===== config.mk =====
export PLATFORM = sky130hd
export DESIGN_NAME = caesar_shift_buffer_device_flat
export DESIGN_NICKNAME = d
export VERILOG_FILES = /design/src/rtl/csb_pkg.sv /design/src/rtl/csb_if.sv /design/src/rtl/caesar_shift_buffer_device.sv /design/src/flat_wrapper.sv
export SDC_FILE = /design/constraint.sdc
export NUM_CORES = 2
export LEC_CHECK = 0
export BUFFER_PORTS_ARGS = -buffer_cell sky130_fd_sc_hd__buf_2
export CAP_MARGIN = 20
export CORE_MARGIN = 1.5
export CORE_UTILIZATION = 55
export DETAILED_ROUTE_END_ITERATION = 8
export PLACE_DENSITY = 0.74
export SLEW_MARGIN = 20
export SYNTH_ARGS = -nofsm -noshare
export SYNTH_HDL_FRONTEND = slang
export SYNTH_SLANG_ARGS = --single-unit

===== constraint.sdc =====
create_clock -name clk -period 15.5 [get_ports clk]
set_clock_uncertainty 0.15 [all_clocks]
set_input_delay 2.325 -clock clk [delete_from_list [all_inputs] [get_ports clk]]
set_output_delay 2.325 -clock clk [all_outputs]
set_load 0.02 [all_outputs]

===== src/rtl/csb_pkg.sv =====
`timescale 1ns / 1ps
// ----------------------------------------------------------------------------
// csb_pkg - shared definitions for the caesar shift buffer device
// widths, address map, alphabet constants and the controller state type
// ----------------------------------------------------------------------------
package csb_pkg;

	// word fields
	localparam int ADDR_W = 12;
	localparam int SIZE_W = 4;
	localparam int DATA_W = 32;

	// access codes
	localparam logic CMD_READ  = 1'b0;
	localparam logic CMD_WRITE = 1'b1;

	// address map
	localparam logic [ADDR_W-1:0] SEED_OFFSET = 12'h000;
	localparam logic [ADDR_W-1:0] BUF_BASE    = 12'h004;
	localparam logic [SIZE_W-1:0] BUF_SIZE    = 4'd1;

	// text buffer
	localparam int BUF_BYTES = 256;
	localparam int BUF_AW    = (BUF_BYTES > 1) ? $clog2(BUF_BYTES) : 1;

	// alphabet
	localparam int          ALPHA_LEN = 26;
	localparam int          REM_W     = $clog2(ALPHA_LEN);
	localparam logic [7:0]  CH_UP_A   = 8'h41;
	localparam logic [7:0]  CH_UP_Z   = 8'h5a;
	localparam logic [7:0]  CH_LO_A   = 8'h61;
	localparam logic [7:0]  CH_LO_Z   = 8'h7a;

	// when letter + seed wraps past 2^32, the sum drops by 2^32, i.e. this much mod 26
	localparam longint unsigned SEED_SPAN = 64'h1_0000_0000;
	localparam int WRAP_ADJ = ALPHA_LEN - int'(SEED_SPAN % ALPHA_LEN);

	// seed residue: bytes weighted by 2^(8k) mod 26, then a reciprocal reduction
	localparam int RES_B1   = (1 << 8) % ALPHA_LEN;
	localparam int RES_B2   = (1 << 16) % ALPHA_LEN;
	localparam int RES_B3   = (1 << 24) % ALPHA_LEN;
	localparam int FOLD_W   = 14;
	localparam int RECIP_SH = 19;
	localparam int RECIP_W  = 15;
	localparam int RECIP_M  = ((1 << RECIP_SH) + ALPHA_LEN - 1) / ALPHA_LEN;

	typedef enum logic [2:0] {
		ST_IDLE = 3'b001,
		ST_EXEC = 3'b010,
		ST_MOD  = 3'b100
	} csb_state_t;

endpackage


===== src/rtl/csb_if.sv =====
`timescale 1ns / 1ps
// ----------------------------------------------------------------------------
// csb_req_if / csb_rsp_if - valid/ready channels of the device
// request word carries the bus access, response word carries read data
// ----------------------------------------------------------------------------
interface csb_req_if
	import csb_pkg::*;
();
	logic              valid;
	logic              ready;
	logic              command;
	logic [ADDR_W-1:0] address;
	logic [SIZE_W-1:0] access_size;
	logic [DATA_W-1:0] write_data;

	modport source (output valid, command, address, access_size, write_data, input ready);
	modport sink   (input valid, command, address, access_size, write_data, output ready);
endinterface

interface csb_rsp_if
	import csb_pkg::*;
();
	logic              valid;
	logic              ready;
	logic [DATA_W-1:0] read_data;

	modport source (output valid, read_data, input ready);
	modport sink   (input valid, read_data, output ready);
endinterface


===== src/rtl/caesar_shift_buffer_device.sv =====
`timescale 1ns / 1ps
// ----------------------------------------------------------------------------
// caesar_shift_buffer_device - register-mapped caesar shift byte buffer
// offset 0 holds the shift seed; one-byte writes at offset 4 and up store a
// letter-shifted byte into the text buffer, one-byte reads return it
// ----------------------------------------------------------------------------
//  channel | dir | handshake     | word
//  --------+-----+---------------+------------------------------------------
//  req     | in  | valid / ready | command, address, access_size, write_data
//  rsp     | out | valid / ready | read_data (one word per read access)
//
//  buffer and unmapped accesses go through accept, then execute against
//  the synchronous buffer ram (read issued at accept, data back next cycle)
//  a seed write adds a third step: the seed is folded to a short residue in the
//  execute cycle and reduced mod 26 by a reciprocal multiply in the next
//  reset clears seed and per-entry valid flags at once; no clearing pass
//  a stalled rsp holds the executing read; req is still taken while a
//  finished response waits in the output register
// ----------------------------------------------------------------------------
module caesar_shift_buffer_device
	import csb_pkg::*;
(
	input  logic      clk,
	input  logic      arst_n,
	csb_req_if.sink   req,
	csb_rsp_if.source rsp
);

	csb_state_t state_q;

	// accepted word
	logic              cmd_s1;
	logic              seed_hit_s1;
	logic              buf_hit_s1;
	logic [BUF_AW-1:0] pos_s1;
	logic [DATA_W-1:0] wdata_s1;
	logic [7:0]        rdata_s1;

	// seed and its remainder
	logic [DATA_W-1:0] seed_q;
	logic [REM_W-1:0]  rem_q;
	logic [FOLD_W-1:0] fold_q;

	// text buffer ram and valid flags
	logic [7:0]           buf_mem [BUF_BYTES];
	logic [BUF_BYTES-1:0] vld_q;

	// output register
	logic              rsp_valid_q;
	logic [DATA_W-1:0] rsp_data_q;

	logic                      accept;
	logic [ADDR_W-1:0]         pos_full;
	logic                      in_hit;
	logic                      rsp_free;
	logic                      exec_done;
	logic                      mem_we;
	logic [7:0]                shifted;
	logic [DATA_W-1:0]         read_word;
	logic [FOLD_W-1:0]         fold_next;
	logic [FOLD_W+RECIP_W-1:0] fold_prod;
	logic [FOLD_W-1:0]         fold_quo;
	logic [REM_W-1:0]          fold_rem;

	// letter shift using the stored remainder; a wrap of letter + seed past
	// 2^32 is folded back in as a constant offset
	function automatic logic [7:0] shift_letter(
		input logic [7:0]        ch,
		input logic [DATA_W-1:0] seed,
		input logic [REM_W-1:0]  rem
	);
		logic [7:0]      base;
		logic            is_letter;
		logic [REM_W-1:0] x;
		logic [DATA_W:0] sum;
		logic [REM_W:0]  t;
		begin
			base      = CH_UP_A;
			is_letter = 1'b1;
			if (ch >= CH_UP_A && ch <= CH_UP_Z) begin
				base = CH_UP_A;
			end else if (ch >= CH_LO_A && ch <= CH_LO_Z) begin
				base = CH_LO_A;
			end else begin
				is_letter = 1'b0;
			end
			x   = REM_W'(ch - base);
			sum = {1'b0, seed} + (DATA_W+1)'(x);
			t   = (REM_W+1)'(x) + (REM_W+1)'(rem)
				+ (sum[DATA_W] ? (REM_W+1)'(WRAP_ADJ) : '0);
			if (t >= (REM_W+1)'(2 * ALPHA_LEN)) begin
				t = t - (REM_W+1)'(2 * ALPHA_LEN);
			end else if (t >= (REM_W+1)'(ALPHA_LEN)) begin
				t = t - (REM_W+1)'(ALPHA_LEN);
			end
			shift_letter = is_letter ? (base + 8'(t)) : ch;
		end
	endfunction

	// decode at accept
	assign req.ready = (state_q == ST_IDLE);
	assign accept    = req.valid && req.ready;
	assign pos_full  = req.address - BUF_BASE;
	assign in_hit    = (req.address >= BUF_BASE) && (req.access_size == BUF_SIZE)
		&& (pos_full < ADDR_W'(BUF_BYTES));

	// execute stage
	assign rsp_free  = !rsp_valid_q || rsp.ready;
	assign exec_done = (state_q == ST_EXEC) && ((cmd_s1 == CMD_WRITE) || rsp_free);
	assign mem_we    = (state_q == ST_EXEC) && (cmd_s1 == CMD_WRITE) && !seed_hit_s1
		&& buf_hit_s1;
	assign shifted   = shift_letter(wdata_s1[7:0], seed_q, rem_q);

	always_comb begin
		read_word = '0;
		if (seed_hit_s1) begin
			read_word = seed_q;
		end else if (buf_hit_s1 && vld_q[pos_s1]) begin
			read_word = DATA_W'(rdata_s1);
		end
	end

	// seed residue: each byte weighted by its power of 256 mod 26
	assign fold_next = FOLD_W'(wdata_s1[7:0])
		+ FOLD_W'(wdata_s1[15:8]) * FOLD_W'(RES_B1)
		+ FOLD_W'(wdata_s1[23:16]) * FOLD_W'(RES_B2)
		+ FOLD_W'(wdata_s1[31:24]) * FOLD_W'(RES_B3);

	// residue mod 26: quotient by reciprocal multiply, exact over the fold range
	assign fold_prod = (FOLD_W+RECIP_W)'(fold_q) * (FOLD_W+RECIP_W)'(RECIP_M);
	assign fold_quo  = FOLD_W'(fold_prod >> RECIP_SH);
	assign fold_rem  = REM_W'(fold_q - fold_quo * FOLD_W'(ALPHA_LEN));

	// buffer ram: read issued at accept, written in the execute cycle
	always_ff @(posedge clk) begin
		if (mem_we) begin
			buf_mem[pos_s1] <= shifted;
		end
		if (accept && in_hit) begin
			rdata_s1 <= buf_mem[pos_full[BUF_AW-1:0]];
		end
	end

	// accepted word and response payload
	always_ff @(posedge clk) begin
		if (accept) begin
			cmd_s1      <= req.command;
			seed_hit_s1 <= (req.address == SEED_OFFSET);
			buf_hit_s1  <= in_hit;
			pos_s1      <= pos_full[BUF_AW-1:0];
			wdata_s1    <= req.write_data;
		end
		if (exec_done && (cmd_s1 == CMD_READ)) begin
			rsp_data_q <= read_word;
		end
	end

	// control
	always_ff @(posedge clk or negedge arst_n) begin
		if (!arst_n) begin
			state_q     <= ST_IDLE;
			seed_q      <= '0;
			rem_q       <= '0;
			fold_q      <= '0;
			vld_q       <= '0;
			rsp_valid_q <= 1'b0;
		end else begin
			if (rsp.ready) begin
				rsp_valid_q <= 1'b0;
			end
			if (mem_we) begin
				vld_q[pos_s1] <= 1'b1;
			end
			case (state_q)
				ST_IDLE: begin
					if (accept) begin
						state_q <= ST_EXEC;
					end
				end
				ST_EXEC: begin
					if (exec_done) begin
						if (cmd_s1 == CMD_READ) begin
							rsp_valid_q <= 1'b1;
							state_q     <= ST_IDLE;
						end else if (seed_hit_s1) begin
							// new seed: fold it now, reduce it next cycle
							seed_q  <= wdata_s1;
							fold_q  <= fold_next;
							state_q <= ST_MOD;
						end else begin
							state_q <= ST_IDLE;
						end
					end
				end
				ST_MOD: begin
					rem_q   <= fold_rem;
					state_q <= ST_IDLE;
				end
				default: begin
					state_q <= ST_IDLE;
				end
			endcase
		end
	end

	assign rsp.valid     = rsp_valid_q;
	assign rsp.read_data = rsp_data_q;

endmodule


===== src/flat_wrapper.sv =====
// flat-port wrapper written by rule: the top's interface ports become plain ports
module caesar_shift_buffer_device_flat import csb_pkg::*;
  (clk, arst_n, req_valid, req_command, req_address, req_access_size, req_write_data, req_ready, rsp_valid, rsp_read_data, rsp_ready);
  csb_req_if req_i ();
  csb_rsp_if rsp_i ();
  input  logic clk;
  input  logic arst_n;
  input wire logic [$bits(req_i.valid)-1:0] req_valid;
  input wire logic [$bits(req_i.command)-1:0] req_command;
  input wire logic [$bits(req_i.address)-1:0] req_address;
  input wire logic [$bits(req_i.access_size)-1:0] req_access_size;
  input wire logic [$bits(req_i.write_data)-1:0] req_write_data;
  output wire logic [$bits(req_i.ready)-1:0] req_ready;
  output wire logic [$bits(rsp_i.valid)-1:0] rsp_valid;
  output wire logic [$bits(rsp_i.read_data)-1:0] rsp_read_data;
  input wire logic [$bits(rsp_i.ready)-1:0] rsp_ready;
  assign req_i.valid = req_valid;
  assign req_i.command = req_command;
  assign req_i.address = req_address;
  assign req_i.access_size = req_access_size;
  assign req_i.write_data = req_write_data;
  assign req_ready = req_i.ready;
  assign rsp_valid = rsp_i.valid;
  assign rsp_read_data = rsp_i.read_data;
  assign rsp_i.ready = rsp_ready;
  caesar_shift_buffer_device u_core (.clk(clk), .arst_n(arst_n), .req(req_i), .rsp(rsp_i));
endmodule

==> out/qor.yml <==
detailed_routing:
  routed_wl_um: 242000
  via_per_inst: 6.47
  drt-initial-drc-count: 6152
  dr_total_vias: 49100
  drcViolationCount: 0
  wl_per_cell_um: 31.9
  drtAntennaViolNets: 0
  first_pass_iters: 8
placed_design:
  post-place-ws_ns: 7.10
  place.gp.congestion: 0.874
  dp_cells: 7148
  place_area_um2: 103000
  io_buffers: 86
  dpl.hpwl_um: 147000
pwr:
  power_density_nw_per_um2: 173
  vdd_drop_max_mv: 0.649
  leakagePower_nw: 38.6
  total_power_mw: 19.2
sta:
  tns_ns: 0
  timing.hold.ws_ns: 0.310
  fin_crit_ns: 8.45
  clock.fmax_mhz: 118
  setup_ws_ns: 7.05
  max_slew_margin_pct: 6.63
  worst_pin_slew_ns: 1.38
  report.final.slew_viol_count: 0
  hold_viol: 0
  min_period_over_period_pct: 54.5
  setup_viol_count_final: 0
  rsz0062_at_grt: "no"
clock_tree:
  cts_buffer_depth: 3
  cts_hold_buf: 0
  htreeDepth: 4
  cts_buffers: 228
  clock_sinks: 2441
  clkLatencyLatePin_ns: 0.91
  post-cts-setup-buffers: 0
  cts_tree: "done"
  post_cts_resized: 0
  root_buffer: "clkbuf_16"
  cts.clk_slew.worst_paths_ns: 0.06
floorplan:
  dieArea_um2: 183000
  rows: 155
  die-height_um: 428
  start_util_pct: 55.5
  io_pins: 87
  core_um2: 179000
  die_x_um: 428
critical_path:
  reg2reg_to: "u_core.buf_mem[227][6]"
  critPathKind: "reg2reg"
  start_kind: "flip-flop"
  worstPathArrival_ns: 8.84
  worst_setup_path_end_kind: "flip-flop"
  regToRegSetupSlack_ns: 7.05
  startpoint: "u_core.wdata_s1[1]"
  cpLargestDelayFamily: "compound AO/OA/AOI/OAI gates"
  crit_path_max_fanout: 96
  crit_path_frequent_cell: "ha_1"
  path_buf_inv: 4
  crit_cells: 23
  cpPeakStageDelay_ns: 0.87
  path_cells: "inv_1, ha_1, xor2_1, ha_1, nor2b_1, o21ai_0, nand2b_1, a21oi_1, nor3_1, fa_1, fa_1, inv_1, ha_1, a21oi_1, o21ai_1, nor2b_1, a2111oi_0, o31a_1, nor3b_1, a311oi_1, a21o_4, buf_4, buf_4"
  crit_required_ns: 15.89
  rr_worst_depth: 23
  crit_slowest_cell: "buf_4"
  timing.rr.start: "u_core.wdata_s1[1]"
synthesis:
  synthTopCellsByArea: "edfxtp_1 (64%), mux4_2 (17%), dfrtp_1 (7.8%)"
  syn_nets: 5158
  synth_most_common_cell: "edfxtp_1"
  ys_ff_latch: 2441
  synth_top_cell_by_area: "edfxtp_1"
  synth_edf_count: 2131
  ys_seq_area_share_pct: 72.2
  synth.top_cell.area_share_pct: 64.4
  async_reset_ff_share_pct: 12.7
  synth_commonest_cells: "edfxtp_1 (2131), mux4_2 (736), dfrtp_1 (309), nor2_1 (282), or2_2 (258)"
  ys_warn_count: 0
  synth_cell_types: 58
  syn_inst: 4861
  syn_area_per_cell_um2: 20.4
  synth_ff_type: "edfxtp_1"
  synthesis.area_um2: 99400
final_layout:
  drive_above_1_share_pct: 29.8
  areaGrowthSynthToFinish_pct: 11.6
  fill_cells: 11900
  fin_cells: 7594
  fin_util_pct: 61.9
  regArea_um2: 71800
  design_area_um2: 111000
  num-nets-final: 5326
  multi_input_area_um2: 26300
global_routing:
  antenna_found_initial: 9
  grt_pass1_wl_um: 355000
  grt_usage_pct: 26.8
  grt_pass1_vias: 49800
  gr-total-overflow: 0
  grt_max_degree: 257
worst_hold_path:
  hold_class: "reg2reg"
  min_to: "u_core.vld_q[66]"
  min_from: "u_core.vld_q[66]"
  hold_depth: 1
run:
  cap_violations: 0
status:
  status: "completed"
placed cells by master, fill, tap and decap left out, types with 12 or more instances in the layout:
cell type / instances
clkbuf_1: 52
ha_1: 156
and2_1: 30
xor2_1: 13
nor2_1: 267
clkbuf_16: 229
or2_2: 258
buf_2: 82
nand3_1: 12
inv_1: 147
nand2_1: 151
nor2_2: 14
clkinv_1: 23
buf_4: 58
xnor2_1: 37
bufinv_16: 31
edfxtp_1: 2131
a21oi_1: 54
mux4_2: 736
a22oi_1: 48
clkinv_2: 40
fa_1: 87
o21ai_0: 35
a21o_1: 12
dfrtp_1: 309
clkbuf_8: 28
area by class of cell:
| cell class | instances | share of cell area, % |
|---|---|---|
| repair buffers | 162 | 1.13 |
| clock buffers | 309 | 5.69 |
| flip-flops and latches | 2441 | 64.7 |
| clock inverters | 128 | 1.56 |
| multi-input cells | 2048 | 23.7 |
| well taps | 2355 | 2.66 |
| inverters | 148 | 0.501 |
| diodes | 3 | 0.00677 |
worst max-delay path by stage:
stage / to / slack, ns
2_1_floorplan: u_core.buf_mem[0][0] / 1.73
3_5_place_dp: u_core.buf_mem[15][5] / 7.10
3_3_place_gp: u_core.buf_mem[26][5] / 7.38
5_1_grt: u_core.buf_mem[240][6] / 6.44
6_report: u_core.buf_mem[227][6] / 7.05
4_1_cts: u_core.buf_mem[10][5] / 7.03
sequential cells by signal (all words and copies together) (netlist names):
register / count
u_core.buf_mem: 2048
u_core.fold_q: 14
u_core.seed_q: 31
u_core.buf_hit_s1: 1
u_core.vld_q: 256
u_core.rdata_s1: 8
u_core.rsp.valid: 1
u_core.cmd_s1: 1
u_core.rem_q: 5
u_core.seed_hit_s1: 1
u_core.pos_s1: 8
u_core.rsp.read_data: 32
u_core.state_q: 3
u_core.wdata_s1: 32
report_power, final:
part | switching, mW | internal, mW | leakage, nW
combinational | 3.12 | 2.31 | 11.2
sequential | 0.115 | 7.72 | 23.5
clock | 2.51 | 3.40 | 3.90
total | 5.74 | 13.4 | 38.6
logic make-up after synthesis:
logic type / Yosys count / share of synthesized area, %
multiplexers: 739 / 16.7
adder cells (fa/ha/maj): 244 / 3.73
XOR/XNOR: 53 / 0.481
AO/OA/AOI/OAI: 206 / 1.34
AND/OR/NAND/NOR: 806 / 3.98
flip-flops: 2441 / 72.2
buffers and inverters: 372 / 1.54
worst reg2reg max path, cell delays in order (launching register included):
cell,delay (ns)
edfxtp_1,0.49
inv_1,0.20
ha_1,0.21
xor2_1,0.27
ha_1,0.28
nor2b_1,0.13
o21ai_0,0.14
nand2b_1,0.08
a21oi_1,0.16
nor3_1,0.08
fa_1,0.50
fa_1,0.76
inv_1,0.18
ha_1,0.24
a21oi_1,0.19
o21ai_1,0.15
nor2b_1,0.16
a2111oi_0,0.48
o31a_1,0.28
nor3b_1,0.11
a311oi_1,0.33
a21o_4,0.74
buf_4,0.90
buf_4,0.89
per-layer routing:
| layer | track usage, % | wire length, um |
|---|---|---|
| met2 | 42.0 | 117000 |
| met1 | 37.5 | 93000 |
| met5 | 0 | 78 |
| met4 | 10.3 | 9970 |
| met3 | 5.65 | 21800 |
(Power assumes the default switching activity.)
